**src/hdl/ots_pkg.sv**
```systemverilog
// Shared types and constants for the sampled Otsu threshold block.
// Used by the controller, the datapath and the top level.
package ots_pkg;

  localparam int PIX_W      = 8;
  localparam int BIN_CNT    = 256;
  localparam int BIN_W      = 15;
  localparam int STEP_W     = 5;
  localparam int STEP_MAX   = 31;
  localparam logic [STEP_W-1:0] STEP_RESET = 5'd6;
  localparam logic [PIX_W-1:0]  THR_RESET  = 8'd120;

  localparam int DEF_IMAGE_WIDTH  = 188;
  localparam int DEF_IMAGE_HEIGHT = 120;

  // accumulator widths
  localparam int WB_W   = 23;   // class weight, sum of all bins
  localparam int SUM_W  = 31;   // grey sums
  localparam int PROD_W = 46;   // s_b*T, S*w_b and their difference
  localparam int DEN_W  = 30;   // w_b*w_f
  localparam int SQ_W   = 92;   // d^2
  localparam int CMP_W  = 122;  // d^2 * den, cross products

  // serial multiplier operand widths
  localparam int MUL_P_W = CMP_W;
  localparam int MUL_B_W = PROD_W;

  typedef enum logic [2:0] {
    MS_A   = 3'd0,  // s_b * total
    MS_B   = 3'd1,  // sum_all * w_b
    MS_DEN = 3'd2,  // w_b * w_f
    MS_SQ  = 3'd3,  // d * d
    MS_X   = 3'd4,  // d^2 * best_den
    MS_Y   = 3'd5   // best_d^2 * den
  } mul_step_t;

  typedef struct packed {
    logic      in_ready;
    logic      idx_inc;
    logic      clr_wr;
    logic      scan_init;
    logic      sum_acc;
    logic      scan_acc;
    logic      mul_start;
    logic      mul_cap;
    mul_step_t mul_sel;
    logic      cmp_upd;
    logic      out_load;
    logic      frame_clr;
  } ots_cmd_t;

  typedef struct packed {
    logic idx_last;
    logic frame_done;
    logic eval_go;
    logic mul_busy;
    logic out_busy;
  } ots_sts_t;

endpackage

```
**src/hdl/ots_ctrl.sv**
```systemverilog
// Controller: sequences clearing, pixel intake, the two histogram passes
// and the per-bin compare. Depends on ots_pkg.
module ots_ctrl import ots_pkg::*; (
  input  logic     clk,
  input  logic     rst,
  input  ots_sts_t sts,
  output ots_cmd_t cmd
);

  typedef enum logic [10:0] {
    ST_CLR      = 11'b000_0000_0001,
    ST_RUN      = 11'b000_0000_0010,
    ST_SETTLE   = 11'b000_0000_0100,
    ST_SUM_RD   = 11'b000_0000_1000,
    ST_SUM_ACC  = 11'b000_0001_0000,
    ST_SCAN_RD  = 11'b000_0010_0000,
    ST_SCAN_ACC = 11'b000_0100_0000,
    ST_MUL_GO   = 11'b000_1000_0000,
    ST_MUL_WAIT = 11'b001_0000_0000,
    ST_CMP      = 11'b010_0000_0000,
    ST_DONE     = 11'b100_0000_0000
  } state_t;

  state_t    state, state_next;
  mul_step_t step, step_next;

  always_ff @(posedge clk) begin
    if (rst) begin
      state <= ST_CLR;
      step  <= MS_A;
    end else begin
      state <= state_next;
      step  <= step_next;
    end
  end

  always_comb begin
    state_next = state;
    step_next  = step;
    cmd        = '0;
    cmd.mul_sel = step;
    case (state)
      ST_CLR: begin
        cmd.clr_wr  = 1'b1;
        cmd.idx_inc = 1'b1;
        if (sts.idx_last) state_next = ST_RUN;
      end
      ST_RUN: begin
        cmd.in_ready = 1'b1;
        if (sts.frame_done) state_next = ST_SETTLE;
      end
      ST_SETTLE: begin
        // last pixel's bin update lands this cycle
        cmd.scan_init = 1'b1;
        state_next = ST_SUM_RD;
      end
      ST_SUM_RD: state_next = ST_SUM_ACC;
      ST_SUM_ACC: begin
        cmd.sum_acc = 1'b1;
        cmd.idx_inc = 1'b1;
        state_next = sts.idx_last ? ST_SCAN_RD : ST_SUM_RD;
      end
      ST_SCAN_RD: state_next = ST_SCAN_ACC;
      ST_SCAN_ACC: begin
        cmd.scan_acc = 1'b1;
        cmd.clr_wr   = 1'b1;
        if (sts.eval_go) begin
          step_next  = MS_A;
          state_next = ST_MUL_GO;
        end else begin
          cmd.idx_inc = 1'b1;
          state_next = sts.idx_last ? ST_DONE : ST_SCAN_RD;
        end
      end
      ST_MUL_GO: begin
        cmd.mul_start = 1'b1;
        state_next = ST_MUL_WAIT;
      end
      ST_MUL_WAIT: begin
        if (!sts.mul_busy) begin
          cmd.mul_cap = 1'b1;
          case (step)
            MS_A:    begin step_next = MS_B;   state_next = ST_MUL_GO; end
            MS_B:    begin step_next = MS_DEN; state_next = ST_MUL_GO; end
            MS_DEN:  begin step_next = MS_SQ;  state_next = ST_MUL_GO; end
            MS_SQ:   begin step_next = MS_X;   state_next = ST_MUL_GO; end
            MS_X:    begin step_next = MS_Y;   state_next = ST_MUL_GO; end
            default: state_next = ST_CMP;
          endcase
        end
      end
      ST_CMP: begin
        cmd.cmp_upd = 1'b1;
        cmd.idx_inc = 1'b1;
        state_next = sts.idx_last ? ST_DONE : ST_SCAN_RD;
      end
      ST_DONE: begin
        if (!sts.out_busy) begin
          cmd.out_load  = 1'b1;
          cmd.frame_clr = 1'b1;
          state_next = ST_RUN;
        end
      end
      default: state_next = ST_CLR;
    endcase
  end

  a_start_idle: assert property (@(posedge clk) disable iff (rst)
    cmd.mul_start |-> !sts.mul_busy)
    else $error("multiplier started while busy");

  a_no_overwrite: assert property (@(posedge clk) disable iff (rst)
    cmd.out_load |-> !sts.out_busy)
    else $error("result loaded over a pending transaction");

  a_frame_scan: assert property (@(posedge clk) disable iff (rst)
    sts.frame_done |=> state == ST_SETTLE)
    else $error("frame end did not start the scan");

endmodule

```
**config.mk**
```make
export PLATFORM = sky130hd
export DESIGN_NAME = ots_ctrl
export DESIGN_NICKNAME = d
export VERILOG_FILES = /design/src/hdl/ots_pkg.sv /design/src/hdl/ots_ctrl.sv
export SDC_FILE = /design/constraint.sdc
export NUM_CORES = 1
export LEC_CHECK = 0
export BUFFER_PORTS_ARGS = -buffer_cell sky130_fd_sc_hd__buf_2
export CAP_MARGIN = 20
export CORE_UTILIZATION = 51
export CTS_CLUSTER_DIAMETER = 80
export DETAILED_ROUTE_END_ITERATION = 10
export HOLD_SLACK_MARGIN = 0.02
export PLACE_DENSITY = 0.87
export SYNTH_ARGS = -nofsm -noshare
export SYNTH_HDL_FRONTEND = slang
export SYNTH_SLANG_ARGS = --single-unit
```
**constraint.sdc**
```tcl
create_clock -name clk -period 3.5 [get_ports clk]
set_input_delay 0.175 -clock clk [delete_from_list [all_inputs] [get_ports clk]]
set_output_delay 0.175 -clock clk [all_outputs]
set_load 0.01 [all_outputs]
```
==> results of run 1 <==
routing by layer:
layer	track usage	wire, um
met2	0.406	1040
met1	0.324	939
met4	0.150	45
met5	0	0
met3	0.0560	182
logic make-up after synthesis:
| logic type | count (synthesis) | synth area share |
|---|---|---|
| flip-flops | 14 | 0.334 |
| buffers and inverters | 11 | 0.0551 |
| AO/OA/AOI/OAI | 17 | 0.142 |
| AND/OR/NAND/NOR | 62 | 0.425 |
| multiplexers | 2 | 0.0238 |
| XOR/XNOR | 2 | 0.0209 |
where the power goes:
group          switching (W)  internal, W  leakage, nW
logic              0.0000636    0.0000422        0.310
registers         0.00000959     0.000167        0.113
clock network      0.0000576    0.0000635       0.0210
path summary, 6_finish.rpt:
| kind | startpoint | endpoint | slack, ns |
|---|---|---|---|
| hold / removal | sts[3] | state[1]$_SDFFE_PP0P_ | 0.17 |
| hold reg to reg | state[5]$_SDFFE_PP0P_ | state[6]$_SDFFE_PP0P_ | 0.57 |
| setup reg to reg | state[0]$_SDFFE_PP1P_ | step[2]$_SDFFE_PP0P_ | 0.94 |
| setup / recovery | state[0]$_SDFFE_PP1P_ | step[2]$_SDFFE_PP0P_ | 0.94 |
cell usage after synthesis:
master,n,area share
inv_1,7,0.031
o2111ai_1,1,0.010
nor4b_1,3,0.031
and3_1,1,0.0075
or2_2,2,0.015
and4_1,1,0.010
nand3_1,4,0.024
nand4b_1,2,0.021
nand2_1,7,0.031
or3b_2,1,0.010
nor3_1,6,0.036
a41o_1,1,0.012
o21ai_0,3,0.018
dfxtp_1,14,0.33
clkbuf_1,2,0.0089
or4_4,1,0.013
buf_4,1,0.0089
o32a_4,1,0.027
xor2_1,1,0.010
nand4_1,3,0.022
nor2_1,14,0.063
or4_1,3,0.027
xnor2_1,1,0.010
or3_1,2,0.015
nand2b_1,2,0.015
nor2b_1,2,0.015
or4b_2,2,0.024
a22o_1,1,0.010
buf_2,1,0.0060
nor4_1,6,0.045
a21oi_1,8,0.048
mux2i_1,2,0.024
o22ai_1,1,0.0075
o21a_1,1,0.0089
registers in the layout (all words and copies together) (netlist names):
signal,cells
state,11
step,3
tightest hold or removal path, delay by kind of cell:
kind            cells  cell delay, ns
simple gates        1            0.10
buf+inv             1            0.07
compound gates      1            0.07
layout make-up:
| cell class | count | area (um^2) | share of cell area |
|---|---|---|---|
| clock buffers | 4 | 36.3 | 0.0372 |
| inverters | 7 | 26.3 | 0.0269 |
| multi-input cells | 83 | 513 | 0.526 |
| flip-flops and latches | 14 | 280 | 0.287 |
| well taps | 16 | 20.0 | 0.0205 |
| repair buffers | 20 | 100 | 0.103 |
per-stage QoR:
| step | power, W | setup slack [ns] | instances | util | instance area, um^2 |
|---|---|---|---|---|---|
| after floorplan | 0.000253 | 1.09 | 108 | - | 840 |
| after global placement | 0.000282 | 1.03 | 140 | 0.617 | 940 |
| after detailed placement | 0.000283 | 0.995 | 140 | 0.617 | 940 |
| after CTS | 0.000402 | 0.965 | 144 | 0.640 | 976 |
| after global routing | 0.000415 | 0.913 | 144 | 0.640 | 976 |
| final | 0.000404 | 0.941 | 144 | 0.640 | 976 |
==> results.sh, run 1 <==
export IMPL_status="finished clean"
export IMPL_post_cts_setup_buffers=0
export IMPL_cp_required_ns=3.73
export IMPL_cts_tree="done"
export IMPL_vias_per_cell=6.51
export IMPL_path_class="flip-flop to flip-flop"
export IMPL_max_cap_violations=0
export IMPL_routed_wl_um=2210
export IMPL_synth_seq_cells=14
export IMPL_grt_pass1_vias=809
export IMPL_grt_use_total=0.259
export IMPL_clk_path_buf_depth=2
export IMPL_cts_resized=0
export IMPL_cp_depth=5
export IMPL_holdBufCountCts=0
export IMPL_whs_path_depth=3
export IMPL_syn_nets=115
export IMPL_post_route_drc_count=0
export IMPL_hold_class="primary input to flip-flop"
export IMPL_cts_sinks=14
export IMPL_finalWeightedCongestion=0.872
export IMPL_yosysSeqAreaShare=0.334
export IMPL_fin_crit_sh=0.731
export IMPL_crit_path_max_fanout=8
export IMPL_period_needed_ns=2.56
export IMPL_antennaDiodeCount=0
export IMPL_die_area_um2=1810
export IMPL_cp_start_kind="flip-flop"
export IMPL_finClkSkew_ns=0.00115
export IMPL_io_buffers=20
export IMPL_layout_common_cells="buf_2, nor2_1, dfxtp_1"
export IMPL_rsz0062_at_grt="false"
export IMPL_postSynthCellCount=108
export IMPL_critPathBufInv=0
export IMPL_ant_nets=0
export IMPL_fillCellCount=137
export IMPL_cts_inserted_buffers=3
export IMPL_wire_per_inst_um=15.3
export IMPL_slowest_delay_ns=0.68
export IMPL_cellPowerDensity_nw_per_um2=414
export IMPL_vdd_ir_drop_max_v=0.000316
export IMPL_clk_pin_slew_ns=0.09
export IMPL_htreeDepth=1
export IMPL_ioPinCount=21
export IMPL_max_slew_margin_rel=0.583
export IMPL_yosys_warnings=0
export IMPL_synthesis_area_um2=840
export IMPL_setup_viol=0
export IMPL_r2r_cells=5
export IMPL_cp_data_arrival_time_ns=2.79
export IMPL_final_max_slew_violation_count=0
export IMPL_gr_total_overflow=0
export IMPL_avgSynthCellArea_um2=7.77
export IMPL_clkLatencyLatePin_ns=0.29
export IMPL_cp_slowest_cell="or4_1"
export IMPL_fmax_ghz=0.391
export IMPL_hold_viol=0
export IMPL_crit_chain="or4_1, or4_4, o32a_4, or3_1, a21oi_1"
export IMPL_synth_cell_type_count=34
export IMPL_final_common_cell="buf_2"
export IMPL_core_um2=1520
export IMPL_fp_dieW_um=42.6
export IMPL_fin_setup_tns_ns=0
export IMPL_area_growth_pct=16.2
export IMPL_crit_family="simple AND/OR/NAND/NOR gates"
export IMPL_via_count=937
export IMPL_crit_path_end_kind="flip-flop"
export IMPL_antenna_found_initial=0
export IMPL_layout_nets=136
export IMPL_drive_above_1_share=0.242
export IMPL_die_y_um=42.6
export IMPL_tightestPinTransition_ns=0.620
export IMPL_start_util=0.551
export IMPL_drtPass1Iterations=4
export IMPL_grt_pass1_wl_um=3530
export IMPL_cellLeakagePower_nw=0.444
export IMPL_std_cell_rows=14
export IMPL_drtIter0Drc=45
export IMPL_hold_ws_ns=0.167
export IMPL_cts_root_buf="clkbuf_4"
export IMPL_dp_hpwl_um=1590
export IMPL_grt_max_degree=13
Note: power is estimated with default switching activity, not from simulation.
==> run 2, diff against run 1 <==
- CORE_UTILIZATION: 51 -> 46
- PLACE_DENSITY: 0.87 -> 0.83
- clock period: 3.5 -> 2.15 ns (I/O delays scaled with it)
==> run 2 against run 1 <==
  * Hold slack worse by 0.079 ns
  * Largest cell class unchanged
  * Sequential power grew 60%
  * The run now ends with negative setup slack left
  * Clock skew increased by 0.0042 ns
  * Non-clock buffer count up 18
  * Critical path depth stayed put
  * Flip-flop and latch count did not move
  * Utilization increased by 4.6 points
==> results.sh, run 2 (synthesized netlist as in run 1, its figures left out) <==
export IMPL_status="finished, violations left"
export IMPL_violations="negative setup slack"
export IMPL_worst_path_most_repeated_cell="or4_4"
export IMPL_clkLatencyLatePin_ns=0.29
export IMPL_min_from="sts[0]"
export IMPL_hold_viol=0
export IMPL_drive_above_1_share=0.411
export IMPL_drtIter0Drc=37
export IMPL_holdBufCountCts=0
export IMPL_grt_use_total=0.285
export IMPL_r2r_cells=5
export IMPL_core_um2=1730
export IMPL_routed_wl_um=2690
export IMPL_final_setup_worst_slack_ns=-0.127
export IMPL_cts_root_buf="clkbuf_4"
export IMPL_layout_common_cells="buf_2, buf_4, nor2_1"
export IMPL_cts_inserted_buffers=3
export IMPL_r2r_slack_ns=-0.13
export IMPL_max_cap_violations=0
export IMPL_fmax_ghz=0.439
export IMPL_htreeDepth=1
export IMPL_final_max_slew_violation_count=0
export IMPL_vdd_ir_drop_max_v=0.000530
export IMPL_via_count=1016
export IMPL_post_route_drc_count=0
export IMPL_cp_start_kind="flip-flop"
export IMPL_gr_total_overflow=0
export IMPL_cp_slowest_cell="or4_4"
export IMPL_crit_chain="or4_4, or4_4, o32a_4, or3_4, a21oi_2"
export IMPL_fin_crit_sh=1.06
export IMPL_vias_per_cell=5.94
export IMPL_dpl_worst_slack_ns=-0.131
export IMPL_grt_pass1_wl_um=4080
export IMPL_crit_path_end_kind="flip-flop"
export IMPL_antenna_found_initial=0
export IMPL_start_util=0.486
export IMPL_die_y_um=44.7
export IMPL_ioPinCount=21
export IMPL_cellPowerDensity_nw_per_um2=638
export IMPL_grt_max_degree=13
export IMPL_io_buffers=20
export IMPL_top_register="state"
export IMPL_cts_sinks=14
export IMPL_crit_path_max_fanout=3
export IMPL_period_needed_ns=2.28
export IMPL_crit_path_start="state[4]$_SDFFE_PP0P_"
export IMPL_layout_nets=154
export IMPL_wire_per_inst_um=15.7
export IMPL_r2r_start="state[4]$_SDFFE_PP0P_"
export IMPL_clk_path_buf_depth=2
export IMPL_fin_util=0.686
export IMPL_cts_tree="done"
export IMPL_setup_viol=4
export IMPL_finalWeightedCongestion=0.914
export IMPL_cp_data_arrival_time_ns=2.50
export IMPL_final_common_cell="buf_2"
export IMPL_r2r_end="step[2]$_SDFFE_PP0P_"
export IMPL_die_area_um2=2000
export IMPL_ant_nets=0
export IMPL_std_cell_rows=15
export IMPL_antennaDiodeCount=0
export IMPL_finClkSkew_ns=0.00537
export IMPL_grt_pass1_vias=896
export IMPL_hold_class="primary input to flip-flop"
export IMPL_clk_pin_slew_ns=0.09
export IMPL_drtPass1Iterations=4
export IMPL_max_slew_margin_rel=0.663
export IMPL_crit_path_end="step[2]$_SDFFE_PP0P_"
export IMPL_fp_dieW_um=44.7
export IMPL_instances_no_fill=171
export IMPL_dp_hpwl_um=1790
export IMPL_rsz0062_at_grt="true"
export IMPL_cp_required_ns=2.38
export IMPL_dp_cells=164
export IMPL_cellLeakagePower_nw=0.549
export IMPL_slowest_delay_ns=0.55
export IMPL_reg_largest_list="state (11), step (3)"
export IMPL_tightestPinTransition_ns=0.501
export IMPL_largest_reg_flops=11
export IMPL_path_class="flip-flop to flip-flop"
export IMPL_total_power_w=0.000756
export IMPL_area_growth_pct=41.1
==> run 2: cell count changes in the layout (fill, tap and decap cells not counted), moves of 2 or more <==
cell | previous run | this run
dfxtp_1 | 14 | 11
buf_4 | 0 | 17
nor4_1 | 6 | 4
nor4_4 | 0 | 2
or4_1 | 3 | 0
or4_4 | 1 | 4
dfxtp_2 | 0 | 3
==> run 2: area by class of cell <==
class / count / area, um^2
fill: 140 / 542
timing repair buffer: 38 / 239
multi-input combinational: 83 / 568
clock buffer: 4 / 36.3
tap: 25 / 31.3
inverter: 7 / 26.3
sequential: 14 / 284
==> run 2: worst min-delay path by stage <==
stage / slack (ns) / end / depth (start not counted)
5_1_grt: 0.10 / state[10]$_SDFFE_PP0P_ / 3
6_report: 0.09 / state[10]$_SDFFE_PP0P_ / 3
3_3_place_gp: 0.40 / state[10]$_SDFFE_PP0P_ / 3
3_5_place_dp: 0.40 / state[10]$_SDFFE_PP0P_ / 3
4_1_cts: 0.09 / state[10]$_SDFFE_PP0P_ / 3
2_1_floorplan: 0.17 / state[7]$_SDFFE_PP0P_ / 1
==> run 2: power breakdown <==
part,switching [W],internal [W]
Clock,0.0000937,0.000103
Combinational,0.000144,0.000132
Sequential,0.00000999,0.000274
Total,0.000247,0.000509
==> run 2: what timing repair did <==
action	CTS	global route
hold endpoints to repair	0	0
gates resized for setup	6	7
pin swaps	3	5
buffers inserted	2	1
endpoints found under the setup margin	6	6
==> run 2: critical path: cells and delay by family, from the launching register on <==
family	cells	cell delay (ns)
AOI/OAI and AO/OA	2	0.48
DFF	1	0.33
and+or+nand+nor	3	1.40
==> run 2: routing by layer <==
metal	share of wire	GRT usage	wire (um)	up-vias
li1	-	-	-	481
met1	0.43	0.371	1150	474
met2	0.48	0.453	1290	53
met3	0.061	0.0520	163	8
met4	0.035	0.139	93	0
met5	0	0	0	-
==> run 2: per-stage QoR <==
stage / cell area, um^2 / hold slack (ns) / setup TNS [ns]
floorplan: 850 / 0.172 / -0.235
finish: 1180 / 0.0879 / -0.277
CTS: 1150 / 0.0887 / -0.248
global placement: 1070 / 0.397 / -0.211
detailed placement: 1070 / 0.399 / -0.347
global route: 1180 / 0.103 / -0.587
==> run 3, diff against run 2 <==
- SETUP_SLACK_MARGIN: not set -> 0.3
==> run 3 against run 2 <==
  * The run still ends with negative setup slack left
  * Clock power is 8% higher
  * Via count grew 15%
  * Clock skew rose by 0.0099 ns
  * Power is 21% higher
  * Sequential share of layout area shrank 3.3 points
  * Count of clock-buffer cells in the layout stayed put
  * Sequential power down 1%
  * Non-clock buffer count grew 12
  * Maximum frequency decreased by 4.1%
  * Critical endpoint unchanged
  * Largest cell class unchanged
==> results.sh, run 3 (synthesized netlist as in run 1, its figures left out) <==
export IMPL_dp_cells=164
export IMPL_finClkSkew_ns=0.0153
export IMPL_instances_no_fill=183
export IMPL_r2r_slack_ns=-0.22
export IMPL_cellLeakagePower_nw=0.623
export IMPL_hold_viol=0
export IMPL_crit_path_max_fanout=3
export IMPL_htreeDepth=1
export IMPL_drtPass1Iterations=7
export IMPL_final_area_um2=1370
export IMPL_top_register="state"
export IMPL_crit_path_end_kind="flip-flop"
export IMPL_crit_path_end="step[2]$_SDFFE_PP0P_"
export IMPL_grt_pass1_wl_um=4650
export IMPL_ant_nets=0
export IMPL_core_um2=1730
export IMPL_area_growth_pct=63.3
export IMPL_gr_total_overflow=0
export IMPL_final_common_cell="buf_4"
export IMPL_vias_per_cell=6.39
export IMPL_grt_max_degree=13
export IMPL_fmax_ghz=0.421
export IMPL_cp_start_kind="flip-flop"
export IMPL_cts_sinks=14
export IMPL_status="finished, violations left"
export IMPL_layout_common_cells="buf_4, buf_2, nor2_1, dfxtp_1"
export IMPL_r2r_start="state[4]$_SDFFE_PP0P_"
export IMPL_max_slew_margin_rel=0.734
export IMPL_fin_setup_tns_ns=-0.485
export IMPL_r2r_end="step[2]$_SDFFE_PP0P_"
export IMPL_cts_inserted_buffers=3
export IMPL_cts_tree="done"
export IMPL_final_max_slew_violation_count=0
export IMPL_tightestPinTransition_ns=0.396
export IMPL_violations="negative setup slack"
export IMPL_routed_wl_um=3570
export IMPL_period_needed_ns=2.37
export IMPL_dp_hpwl_um=1790
export IMPL_rsz0062_at_grt="true"
export IMPL_clk_pin_slew_ns=0.11
export IMPL_antennaDiodeCount=0
export IMPL_hold_class="primary input to flip-flop"
export IMPL_fp_dieW_um=44.7
export IMPL_clkLatencyLatePin_ns=0.31
export IMPL_cp_required_ns=2.37
export IMPL_cts_root_buf="clkbuf_4"
export IMPL_cp_data_arrival_time_ns=2.59
export IMPL_drive_above_1_share=0.513
export IMPL_antenna_found_initial=0
export IMPL_layout_nets=166
export IMPL_largest_reg_flops=11
export IMPL_grt_use_total=0.326
export IMPL_ioPinCount=21
export IMPL_reg_largest_list="state (11), step (3)"
export IMPL_via_count=1169
export IMPL_finalWeightedCongestion=0.914
export IMPL_fin_crit_sh=1.10
export IMPL_r2r_cells=5
export IMPL_max_cap_violations=0
export IMPL_std_cell_rows=15
export IMPL_clk_path_buf_depth=2
export IMPL_path_class="flip-flop to flip-flop"
export IMPL_crit_path_start="state[4]$_SDFFE_PP0P_"
export IMPL_grt_pass1_vias=1017
export IMPL_post_route_drc_count=0
export IMPL_wire_per_inst_um=19.5
export IMPL_drtIter0Drc=83
export IMPL_setup_viol=6
export IMPL_place_area_um2=1070
export IMPL_die_y_um=44.7
export IMPL_start_util=0.486
export IMPL_io_buffers=20
export IMPL_final_setup_worst_slack_ns=-0.223
export IMPL_die_area_um2=2000
export IMPL_vdd_ir_drop_max_v=0.000628
export IMPL_cellPowerDensity_nw_per_um2=666
## run 3: cell count changes in the layout (fill, tap and decap cells not counted), moves of 2 or more
cell / change
buf_6: +4
buf_2: -2
or4b_2: -2
or4b_4: +2
nor2_4: +2
buf_4: +9
nor2_1: -3
nor4_2: +3
nor4_1: -3
## run 3: how the worst min path moves through the flow
stage | from | to | slack [ns] | depth (start not counted)
2_1_floorplan | rst | state[7]$_SDFFE_PP0P_ | 0.17 | 1
3_3_place_gp | sts[0] | state[10]$_SDFFE_PP0P_ | 0.40 | 3
3_5_place_dp | sts[0] | state[10]$_SDFFE_PP0P_ | 0.40 | 3
4_1_cts | sts[4] | state[10]$_SDFFE_PP0P_ | 0.09 | 3
5_1_grt | sts[3] | state[1]$_SDFFE_PP0P_ | 0.11 | 3
6_report | sts[3] | state[1]$_SDFFE_PP0P_ | 0.09 | 3
## run 3: critical path: stages (launching register included)
cell,delay [ns]
dfxtp_2,0.34
or4_4,0.55
or4_4,0.51
o32a_4,0.33
or3_1,0.32
a21oi_1,0.23
## run 3: metal layers
metal  track usage  part of all wire  vias to the layer above
li1              -                 -                      504
met4         0.188             0.078                        0
met1         0.395              0.37                      526
met5             0                 0                        -
met2         0.544              0.46                       99
met3        0.0560             0.097                       40
## run 3: report_power, final
part | internal (W) | leakage [nW] | switching (W)
registers | 0.000273 | 0.115 | 0.00000768
logic | 0.000221 | 0.488 | 0.000199
clock network | 0.000104 | 0.0210 | 0.000109
## run 3: through the flow
stage | util | power, W | hold slack, ns | setup WS [ns]
finish | 0.794 | 0.000913 | 0.0907 | -0.223
global route | 0.794 | 0.000935 | 0.113 | -0.263
CTS | 0.740 | 0.000789 | 0.0911 | -0.0935
detailed placement | 0.617 | 0.000503 | 0.399 | -0.131
global placement | 0.617 | 0.000501 | 0.397 | -0.0892
floorplan | - | 0.000420 | 0.172 | -0.181
## run 3: area by class of cell
cell class                 count  area (um^2)
multi-input combinational     83          637
sequential                    14          284
timing repair buffer          50          357
clock buffer                   4         36.3
fill                         105          355
tap                           25         31.3
inverter                       7         26.3
## run 3: repair_timing
| item | CTS | global route |
|---|---|---|
| gates cloned | 0 | 0 |
| pin swaps | 8 | 10 |
| buffers inserted | 9 | 6 |
| endpoints found under the setup margin | 18 | 21 |
| resized for setup | 24 | 11 |
| hold buffers | 0 | 0 |
